--- config.mk ---
export PLATFORM = sky130hd
export DESIGN_NAME = mgd_ctrl
export DESIGN_NICKNAME = d
export VERILOG_FILES = /design/src/rtl/mgd_pkg.sv /design/src/rtl/mgd_ctrl.sv
export SDC_FILE = /design/constraint.sdc
export NUM_CORES = 1
export LEC_CHECK = 0
export ABC_CLOCK_PERIOD_IN_PS = 2800
export BUFFER_PORTS_ARGS = -buffer_cell sky130_fd_sc_hd__buf_4
export CAP_MARGIN = 5
export CORE_MARGIN = 3
export CORE_UTILIZATION = 35
export CTS_CLUSTER_SIZE = 20
export DETAILED_ROUTE_END_ITERATION = 7
export PLACE_DENSITY = 0.56
export SETUP_SLACK_MARGIN = 0.15
export SLEW_MARGIN = 20
export SYNTH_ARGS = -nofsm -noshare
export SYNTH_HDL_FRONTEND = slang
export SYNTH_SLANG_ARGS = --single-unit
--- constraint.sdc ---
create_clock -name clk -period 2.8 [get_ports clk]
set_input_delay 0.56 -clock clk [delete_from_list [all_inputs] [get_ports clk]]
set_output_delay 0.56 -clock clk [all_outputs]
set_load 0.005 [all_outputs]
--- src/rtl/mgd_pkg.sv ---
// Shared types, codes and helper functions of the maze generator.
`default_nettype none
package mgd_pkg;

    localparam int COORD_W     = 5;
    localparam int COORD_MAX   = (1 << COORD_W) - 1;
    localparam int RAND_W      = 16;
    localparam int CFG_IDX_W   = 2;
    localparam int CFG_DATA_W  = 16;
    localparam int TRIES_W     = 13;
    localparam int ENTRANCE_TRIES = 4096;
    localparam logic [RAND_W-1:0] LFSR_TAPS = 16'hB400;

    localparam logic [CFG_IDX_W-1:0] CFG_GRID_WIDTH  = 2'd0;
    localparam logic [CFG_IDX_W-1:0] CFG_GRID_HEIGHT = 2'd1;
    localparam logic [CFG_IDX_W-1:0] CFG_RANDOM_SEED = 2'd2;

    localparam logic [1:0] ST_GENERATED = 2'd0;
    localparam logic [1:0] ST_READ_OK   = 2'd1;
    localparam logic [1:0] ST_OUTSIDE   = 2'd2;

    localparam logic OP_GENERATE = 1'b0;
    localparam logic OP_READ     = 1'b1;

    // walk directions; also border sides for entrances
    localparam logic [1:0] DIR_WEST  = 2'd0;
    localparam logic [1:0] DIR_EAST  = 2'd1;
    localparam logic [1:0] DIR_NORTH = 2'd2;
    localparam logic [1:0] DIR_SOUTH = 2'd3;

    typedef enum logic [4:0] {
        DP_NOP,
        DP_ACCEPT,
        DP_RES_OUTSIDE,
        DP_RES_CELL,
        DP_RES_GEN,
        DP_OUT_LOAD,
        DP_GEN_INIT,
        DP_FILL,
        DP_DRAW_MOD,
        DP_TAKE_REM,
        DP_ENTER,
        DP_SHUFFLE,
        DP_STEP,
        DP_OPEN_MID,
        DP_PUSH,
        DP_POP,
        DP_LOAD_TOP,
        DP_SIDES_INIT,
        DP_ENT_OPEN,
        DP_NEXT_SIDE
    } dp_op_t;

    typedef enum logic [1:0] {
        DIV_HALF_W,
        DIV_HALF_H,
        DIV_ENT
    } div_sel_t;

    typedef struct packed {
        dp_op_t   op;
        div_sel_t div_sel;
    } dp_cmd_t;

    typedef struct packed {
        logic fill_last;
        logic mod_busy;
        logic exhausted;
        logic nb_out;
        logic rd_open;
        logic stack_full;
        logic sp_one;
        logic shuf_last;
        logic side_last;
        logic tries_max;
        logic in_is_read;
        logic outside;
    } dp_status_t;

    function automatic logic [RAND_W-1:0] lfsr_step(input logic [RAND_W-1:0] r);
        logic [RAND_W-1:0] n;
        n = {1'b0, r[RAND_W-1:1]};
        if (r[0])
        begin
            n = n ^ LFSR_TAPS;
        end
        return n;
    endfunction

    function automatic logic [COORD_W-1:0] effective(input logic [COORD_W-1:0] v,
                                                     input logic [COORD_W-1:0] top);
        logic [COORD_W-1:0] e;
        e = v;
        if (!e[0])
        begin
            e = (e == '0) ? '0 : e - 1'b1;
        end
        if (e < COORD_W'(3))
        begin
            e = COORD_W'(3);
        end
        if (e > top)
        begin
            e = top;
        end
        return e;
    endfunction

endpackage
`default_nettype wire

--- src/rtl/mgd_ctrl.sv ---
// Maze controller: sequences reads, the clearing pass, the walk and the entrances.
`default_nettype none
module mgd_ctrl (
    input  wire logic                  clk,
    input  wire logic                  rst_n,
    input  wire logic                  in_valid,
    output logic                       in_ready,
    output logic                       out_valid,
    input  wire logic                  out_ready,
    output mgd_pkg::dp_cmd_t           cmd,
    input  wire mgd_pkg::dp_status_t   dp_status
);
    typedef enum logic [4:0] {
        S_CLEAR, S_IDLE, S_RD, S_GINIT, S_FILL,
        S_DRAW_C, S_WAIT_C, S_DRAW_R, S_WAIT_R,
        S_ENTER, S_SHUF, S_WALK, S_LOAD, S_WCHK, S_PUSH,
        S_SIDES, S_SSHUF, S_EDRAW, S_EWAIT, S_ECHK, S_NSIDE, S_WOUT
    } state_t;

    state_t state_reg;
    state_t state_next;
    logic   out_valid_reg;
    logic   out_valid_next;

    always_comb
    begin
        state_next     = state_reg;
        cmd.op         = mgd_pkg::DP_NOP;
        cmd.div_sel    = mgd_pkg::DIV_ENT;
        out_valid_next = out_valid_reg && !out_ready;
        case (state_reg)
            S_CLEAR:
            begin
                cmd.op = mgd_pkg::DP_FILL;
                if (dp_status.fill_last)
                begin
                    state_next = S_IDLE;
                end
            end
            S_IDLE:
            begin
                if (in_valid)
                begin
                    cmd.op     = mgd_pkg::DP_ACCEPT;
                    state_next = dp_status.in_is_read ? S_RD : S_GINIT;
                end
            end
            S_RD:
            begin
                cmd.op     = dp_status.outside ? mgd_pkg::DP_RES_OUTSIDE
                                               : mgd_pkg::DP_RES_CELL;
                state_next = S_WOUT;
            end
            S_GINIT:
            begin
                cmd.op     = mgd_pkg::DP_GEN_INIT;
                state_next = S_FILL;
            end
            S_FILL:
            begin
                cmd.op = mgd_pkg::DP_FILL;
                if (dp_status.fill_last)
                begin
                    state_next = S_DRAW_C;
                end
            end
            S_DRAW_C:
            begin
                cmd.op      = mgd_pkg::DP_DRAW_MOD;
                cmd.div_sel = mgd_pkg::DIV_HALF_W;
                state_next  = S_WAIT_C;
            end
            S_WAIT_C:
            begin
                cmd.div_sel = mgd_pkg::DIV_HALF_W;
                if (!dp_status.mod_busy)
                begin
                    cmd.op     = mgd_pkg::DP_TAKE_REM;
                    state_next = S_DRAW_R;
                end
            end
            S_DRAW_R:
            begin
                cmd.op      = mgd_pkg::DP_DRAW_MOD;
                cmd.div_sel = mgd_pkg::DIV_HALF_H;
                state_next  = S_WAIT_R;
            end
            S_WAIT_R:
            begin
                cmd.div_sel = mgd_pkg::DIV_HALF_H;
                if (!dp_status.mod_busy)
                begin
                    cmd.op     = mgd_pkg::DP_TAKE_REM;
                    state_next = S_ENTER;
                end
            end
            S_ENTER:
            begin
                cmd.op     = mgd_pkg::DP_ENTER;
                state_next = S_SHUF;
            end
            S_SHUF:
            begin
                cmd.op = mgd_pkg::DP_SHUFFLE;
                if (dp_status.shuf_last)
                begin
                    state_next = S_WALK;
                end
            end
            S_WALK:
            begin
                if (dp_status.exhausted)
                begin
                    cmd.op     = mgd_pkg::DP_POP;
                    state_next = dp_status.sp_one ? S_SIDES : S_LOAD;
                end
                else
                begin
                    cmd.op     = mgd_pkg::DP_STEP;
                    state_next = dp_status.nb_out ? S_WALK : S_WCHK;
                end
            end
            S_LOAD:
            begin
                cmd.op     = mgd_pkg::DP_LOAD_TOP;
                state_next = S_WALK;
            end
            S_WCHK:
            begin
                if (dp_status.rd_open || dp_status.stack_full)
                begin
                    state_next = S_WALK;
                end
                else
                begin
                    cmd.op     = mgd_pkg::DP_OPEN_MID;
                    state_next = S_PUSH;
                end
            end
            S_PUSH:
            begin
                cmd.op     = mgd_pkg::DP_PUSH;
                state_next = S_ENTER;
            end
            S_SIDES:
            begin
                cmd.op     = mgd_pkg::DP_SIDES_INIT;
                state_next = S_SSHUF;
            end
            S_SSHUF:
            begin
                cmd.op = mgd_pkg::DP_SHUFFLE;
                if (dp_status.shuf_last)
                begin
                    state_next = S_EDRAW;
                end
            end
            S_EDRAW:
            begin
                cmd.op     = mgd_pkg::DP_DRAW_MOD;
                state_next = S_EWAIT;
            end
            S_EWAIT:
            begin
                if (!dp_status.mod_busy)
                begin
                    cmd.op     = mgd_pkg::DP_TAKE_REM;
                    state_next = S_ECHK;
                end
            end
            S_ECHK:
            begin
                if (dp_status.rd_open)
                begin
                    cmd.op     = mgd_pkg::DP_ENT_OPEN;
                    state_next = S_NSIDE;
                end
                else if (dp_status.tries_max)
                begin
                    state_next = S_NSIDE;
                end
                else
                begin
                    state_next = S_EDRAW;
                end
            end
            S_NSIDE:
            begin
                if (dp_status.side_last)
                begin
                    cmd.op     = mgd_pkg::DP_RES_GEN;
                    state_next = S_WOUT;
                end
                else
                begin
                    cmd.op     = mgd_pkg::DP_NEXT_SIDE;
                    state_next = S_EDRAW;
                end
            end
            S_WOUT:
            begin
                if (!out_valid_reg || out_ready)
                begin
                    cmd.op         = mgd_pkg::DP_OUT_LOAD;
                    out_valid_next = 1'b1;
                    state_next     = S_IDLE;
                end
            end
            default:
            begin
                state_next = S_IDLE;
            end
        endcase
    end

    always_ff @(posedge clk or negedge rst_n)
    begin
        if (!rst_n)
        begin
            state_reg     <= S_CLEAR;
            out_valid_reg <= 1'b0;
        end
        else
        begin
            state_reg     <= state_next;
            out_valid_reg <= out_valid_next;
        end
    end

    assign in_ready  = (state_reg == S_IDLE);
    assign out_valid = out_valid_reg;
endmodule
`default_nettype wire

# Word level (Yosys, flattened, before mapping)
# Index checks and enable logic that the tools add are counted.
op_classes:
  n_addsub: 0
  multipliers: 0
  div_mod_pow: 0
  order_cmp: 0
  eq_ne: 30
  n_shift: 0
  muxes: 30
  n_bitwise: 0
  reduce_logical: 13
op_table:
  columns: ["cell", "count"]
  rows:
  - ["5-bit case mux with 22 select lines", 1]
  - ["5-bit case mux with 16 select lines", 1]
  - ["5-bit two-way mux", 11]
  - ["5-bit by 4-bit equality test with 1-bit output, second input constant", 8]
  - ["5-bit equality test, second input constant", 6]
  - ["3-bit two-way mux", 7]
  - ["5-bit by 3-bit equality test with 1-bit output, second input constant", 4]
  - ["2-bit != test, second input constant", 9]
  - ["5-bit by 2-bit equality test with 1-bit output, second input constant", 2]
  - ["9-bit AND reduction", 1]
  - ["4-bit two-way mux", 2]
  - ["2-bit OR reduction", 4]
  - ["3-bit OR reduction", 2]
  - ["5-bit by 1-bit equality test with 1-bit output, second input constant", 1]
  - ["5-bit logical NOT", 1]
  - ["1-bit two-way mux", 5]
  - ["2-bit two-way mux", 2]
  - ["2-bit case mux with 2 select lines", 1]
  - ["1-bit logical NOT", 2]
  - ["1-bit logical OR", 2]
  - ["1-bit logical AND", 1]
totals:
  reg_bits: 6
  latchBits: 0
  ramBits: 0
  mem_bits_ro: 0
  input_bits: 16
  out_inout_bits: 9
  word_cells: 75
  mem_count: 0

# Longest topological paths before layout
logic_depth:
  word_depth: 4
  mapped_depth: 6
  depth_no_buf: 5

# Worst setup path after synthesis
# OpenSTA, ideal clock, no wires.
synth_timing:
  path_kind: "reg2out"
  from: "reg state_reg[4]"
  to: "out cmd[2] (netlist bit)"
  arrival_ns: 1.357
  required_time_ns: 2.240
  slack_ns: 0.883
  path_stages_with_launch: 6
  n_path_buf: 1
  path_cell_list: "dfrtp_1 > buf_4 > nand3b_1 > or4_1 > o31a_1 > o211ai_1"
synth_rtl:
  columns: ["item", "line_no", "text"]
  rows:
  - ["from (decl)", "mgd_ctrl.sv:20", "state_t state_reg;"]
  - ["from (signal assigned)", "mgd_ctrl.sv:225", "state_reg <= state_next;"]
  - ["to (decl)", "mgd_ctrl.sv:10", "output mgd_pkg::dp_cmd_t cmd,"]

==> flow_metrics.tcl <==
set metrics [dict create \
    clock_path_buffers 2 \
    max_freq_mhz 396.6 \
    cts_root_buf "clkbuf_4" \
    startpoint_type "register" \
    vdd_drop_max_mv 0.8008 \
    required_ns 2.24 \
    place.gp.congestion 0.9165 \
    largest_register_ffs 5 \
    path_class "register to output port" \
    crit_path_end "cmd[2]" \
    netlist-cell-type-count 45 \
    io_pins 25 \
    finClkSkew_ns 0.001368 \
    grt_usage_pct 18.32 \
    wl_um 2854 \
    fin_cells 183 \
    utilization_pct 49.38 \
    yosysTopAreaCell "dfrtp_1" \
    maxCapViolCount 0 \
    grt_max_degree 23 \
    synth_area_um2 903.4 \
    grt-ovfl-total 0 \
    cts_tree "yes" \
    place_hpwl_um 2217 \
    syn-mean-instance-area_um2 6.844 \
    worst_slew_margin_rel_pct 67.59 \
    worst-path-stages 5 \
    grt_pass1_wl_um 4712 \
    crit_arrival_ns 1.96 \
    synth_area_leaders "dfrtp_1 (17%), nand2_1 (5.8%), a21oi_1 (5.0%)" \
    synth-seq-area-share_pct 16.62 \
    drc 0 \
    synthToLayoutAreaGrowth_pct 26.73 \
    period_share_pct 90.05 \
    drv_slew 0 \
    synth_fp_nets 148 \
    drt_iter0_markers 32 \
    reg2reg_slack_ns 0.73 \
    postCtsSetupBuffers 0 \
    dieArea_um2 3227 \
    antenna_found_initial 0 \
    met1_usage_pct 26.58 \
    fp-row-count 17 \
    htreeDepth 1 \
    r2r_start "state_reg[2]" \
    wl_per_cell_um 15.60 \
    met2_usage_pct 27.39 \
    grt_util_met3_pct 4.138 \
    yosysWarnings 0 \
    port_buffers 24 \
    outcome "finished, final reports clean" \
    worstPathCellList "nand3b_1 -> or4_1 -> o31a_1 -> o211ai_1 -> buf_4" \
    synth-seq-cells 6 \
    coreArea_um2 2318 \
    final_nets 173 \
    r2r_cells 6 \
    final.min_clock_period_ns 2.521 \
    num_antenna_cells 0 \
    cts_sinks 6 \
    syn_inst 132 \
    reg2reg_to "state_reg[2]" \
    placedCellCount 180 \
    cp_num_buf_inv 1 \
    clk_pin_slew_ns 0.04 \
    crit_family "simple AND/OR/NAND/NOR gates" \
    start_util_pct 38.96 \
    critPathMaxStageDelay_ns 0.56 \
    grt.busiest_layer "met2" \
    critPathLaunch "state_reg[2]" \
    tightest_slew_ns 0.4851 \
    drt_pass1_iterations 4 \
    hold_viol 0 \
    die_w_um 56.81 \
    die_h_um 56.81 \
    drive_gt1_share_pct 25.81 \
    cts_made_buffers 3 \
    ant_nets 0 \
    vias 1083 \
    setup_violations 0 \
    insertion_delay_ns 0.24 \
    p_per_area_nw_per_um2 1116 \
    hold_ws_ns 0.1163 \
    rsz0062_at_grt "no" \
    hold_path.class "primary input to async pin" \
    grt_pass1_vias 970 \
    cp_max_fo 12 \
    fin_setup_tns_ns 0 \
    crit_path_top_delay_cell "dfrtp_1" \
    total_power_mw 1.278 \
    total_leakage_power_nw 0.5015 \
    synth_top_cell_area_share_pct 16.62 \
    endpoint_kind "output port" \
    avgViaCountPerCell 5.918 \
]
[power breakdown]
group | internal [mW] | total (mW) | leakage (nW) | switching, mW
clock | 0.0483 | 0.0766 | 0.0138 | 0.0284
combinational | 0.470 | 0.984 | 0.414 | 0.514
sequential | 0.126 | 0.217 | 0.0739 | 0.0906
total | 0.645 | 1.28 | 0.502 | 0.633
[through the flow]
stage | setup WS (ns) | instance area (µm²)
4_1_cts | 0.2203 | 1144
6_report | 0.2787 | 1145
3_5_place_dp | 0.4876 | 1121
2_1_floorplan | 0.8829 | 903.4
3_3_place_gp | 0.5520 | 1121
5_1_grt | 0.1730 | 1145
[synth_stat cells (all sizes together)]
| cell type | instances |
|---|---|
| a21oi | 9 |
| a22oi | 2 |
| and3b | 1 |
| inv | 7 |
| clkbuf | 2 |
| nand4 | 2 |
| a32oi | 1 |
| a211o | 1 |
| a31oi | 2 |
| mux2i | 3 |
| o22ai | 2 |
| xor2 | 1 |
| o21a | 1 |
| nand3b | 3 |
| or3b | 2 |
| nand3 | 3 |
| dfrtp | 6 |
| a21o | 1 |
| nand2 | 14 |
| and2 | 1 |
| o21ai | 8 |
| nor4 | 1 |
| o211ai | 4 |
| o221ai | 3 |
| mux2 | 2 |
| nor2 | 10 |
| a2bb2oi | 1 |
| o2bb2ai | 1 |
| nor2b | 5 |
| a211oi | 1 |
| nand2b | 7 |
| o31a | 1 |
| a2111oi | 2 |
| or2 | 2 |
| nor3 | 7 |
| buf | 9 |
| o31ai | 1 |
| or4 | 2 |
| o2111ai | 1 |
[worst reg2reg max path: cells and delay by family (launching register included)]
family | cells | cell delay, ns
buffers and inverters | 1 | 0.24
DFF | 1 | 0.51
muxes | 1 | 0.32
and+or+nand+nor | 4 | 0.90
[cell type report]
type / instances / area (µm²)
Clock buffer: 3 / 22.52
Fill cell: 251 / 1174
Inverter: 7 / 26.28
Multi-Input combinational cell: 108 / 676.9
Sequential cell: 6 / 151.4
Tap cell: 28 / 35.03
Timing Repair Buffer: 31 / 232.7
[layout by cell type (no fill, tap or decap), drive strengths merged, types with 3 or more instances in the layout]
cell,instances
a21oi,9
buf,31
clkbuf,3
dfrtp,6
inv,7
mux2i,3
nand2,14
nand2b,7
nand3,3
nand3b,3
nor2,10
nor2b,5
nor3,7
o211ai,4
o21ai,8
o221ai,3
[kinds of logic after synthesis]
group / share of synthesized area (%)
compound gates: 31.16
xor+xnor: 0.9697
buf+inv: 8.450
flops: 16.62
mux: 6.648
simple gates: 36.15
[what timing repair did]
action,in CTS,in global routing
resized for setup,0,1
hold buffers,0,0
endpoints found under the setup margin,0,2
[layer usage]
metal | share of wire, % | routed length, µm
met5 | 0 | 0
met4 | 0.35 | 10
met3 | 6.7 | 191
met2 | 46 | 1323
met1 | 47 | 1328
[worst min-delay path by stage]
stage                     startpoint            to  slack, ns  cells past startpoint
final                          rst_n  state_reg[1]       0.12                      1
after global routing           rst_n  state_reg[1]        0.1                      1
after CTS                      rst_n     out_valid       0.11                      1
after detailed placement       rst_n     out_valid       0.37                      1
after global placement         rst_n     out_valid       0.37                      1
after floorplan                rst_n     out_valid       0.26                      0
(Power assumes the default switching activity.)
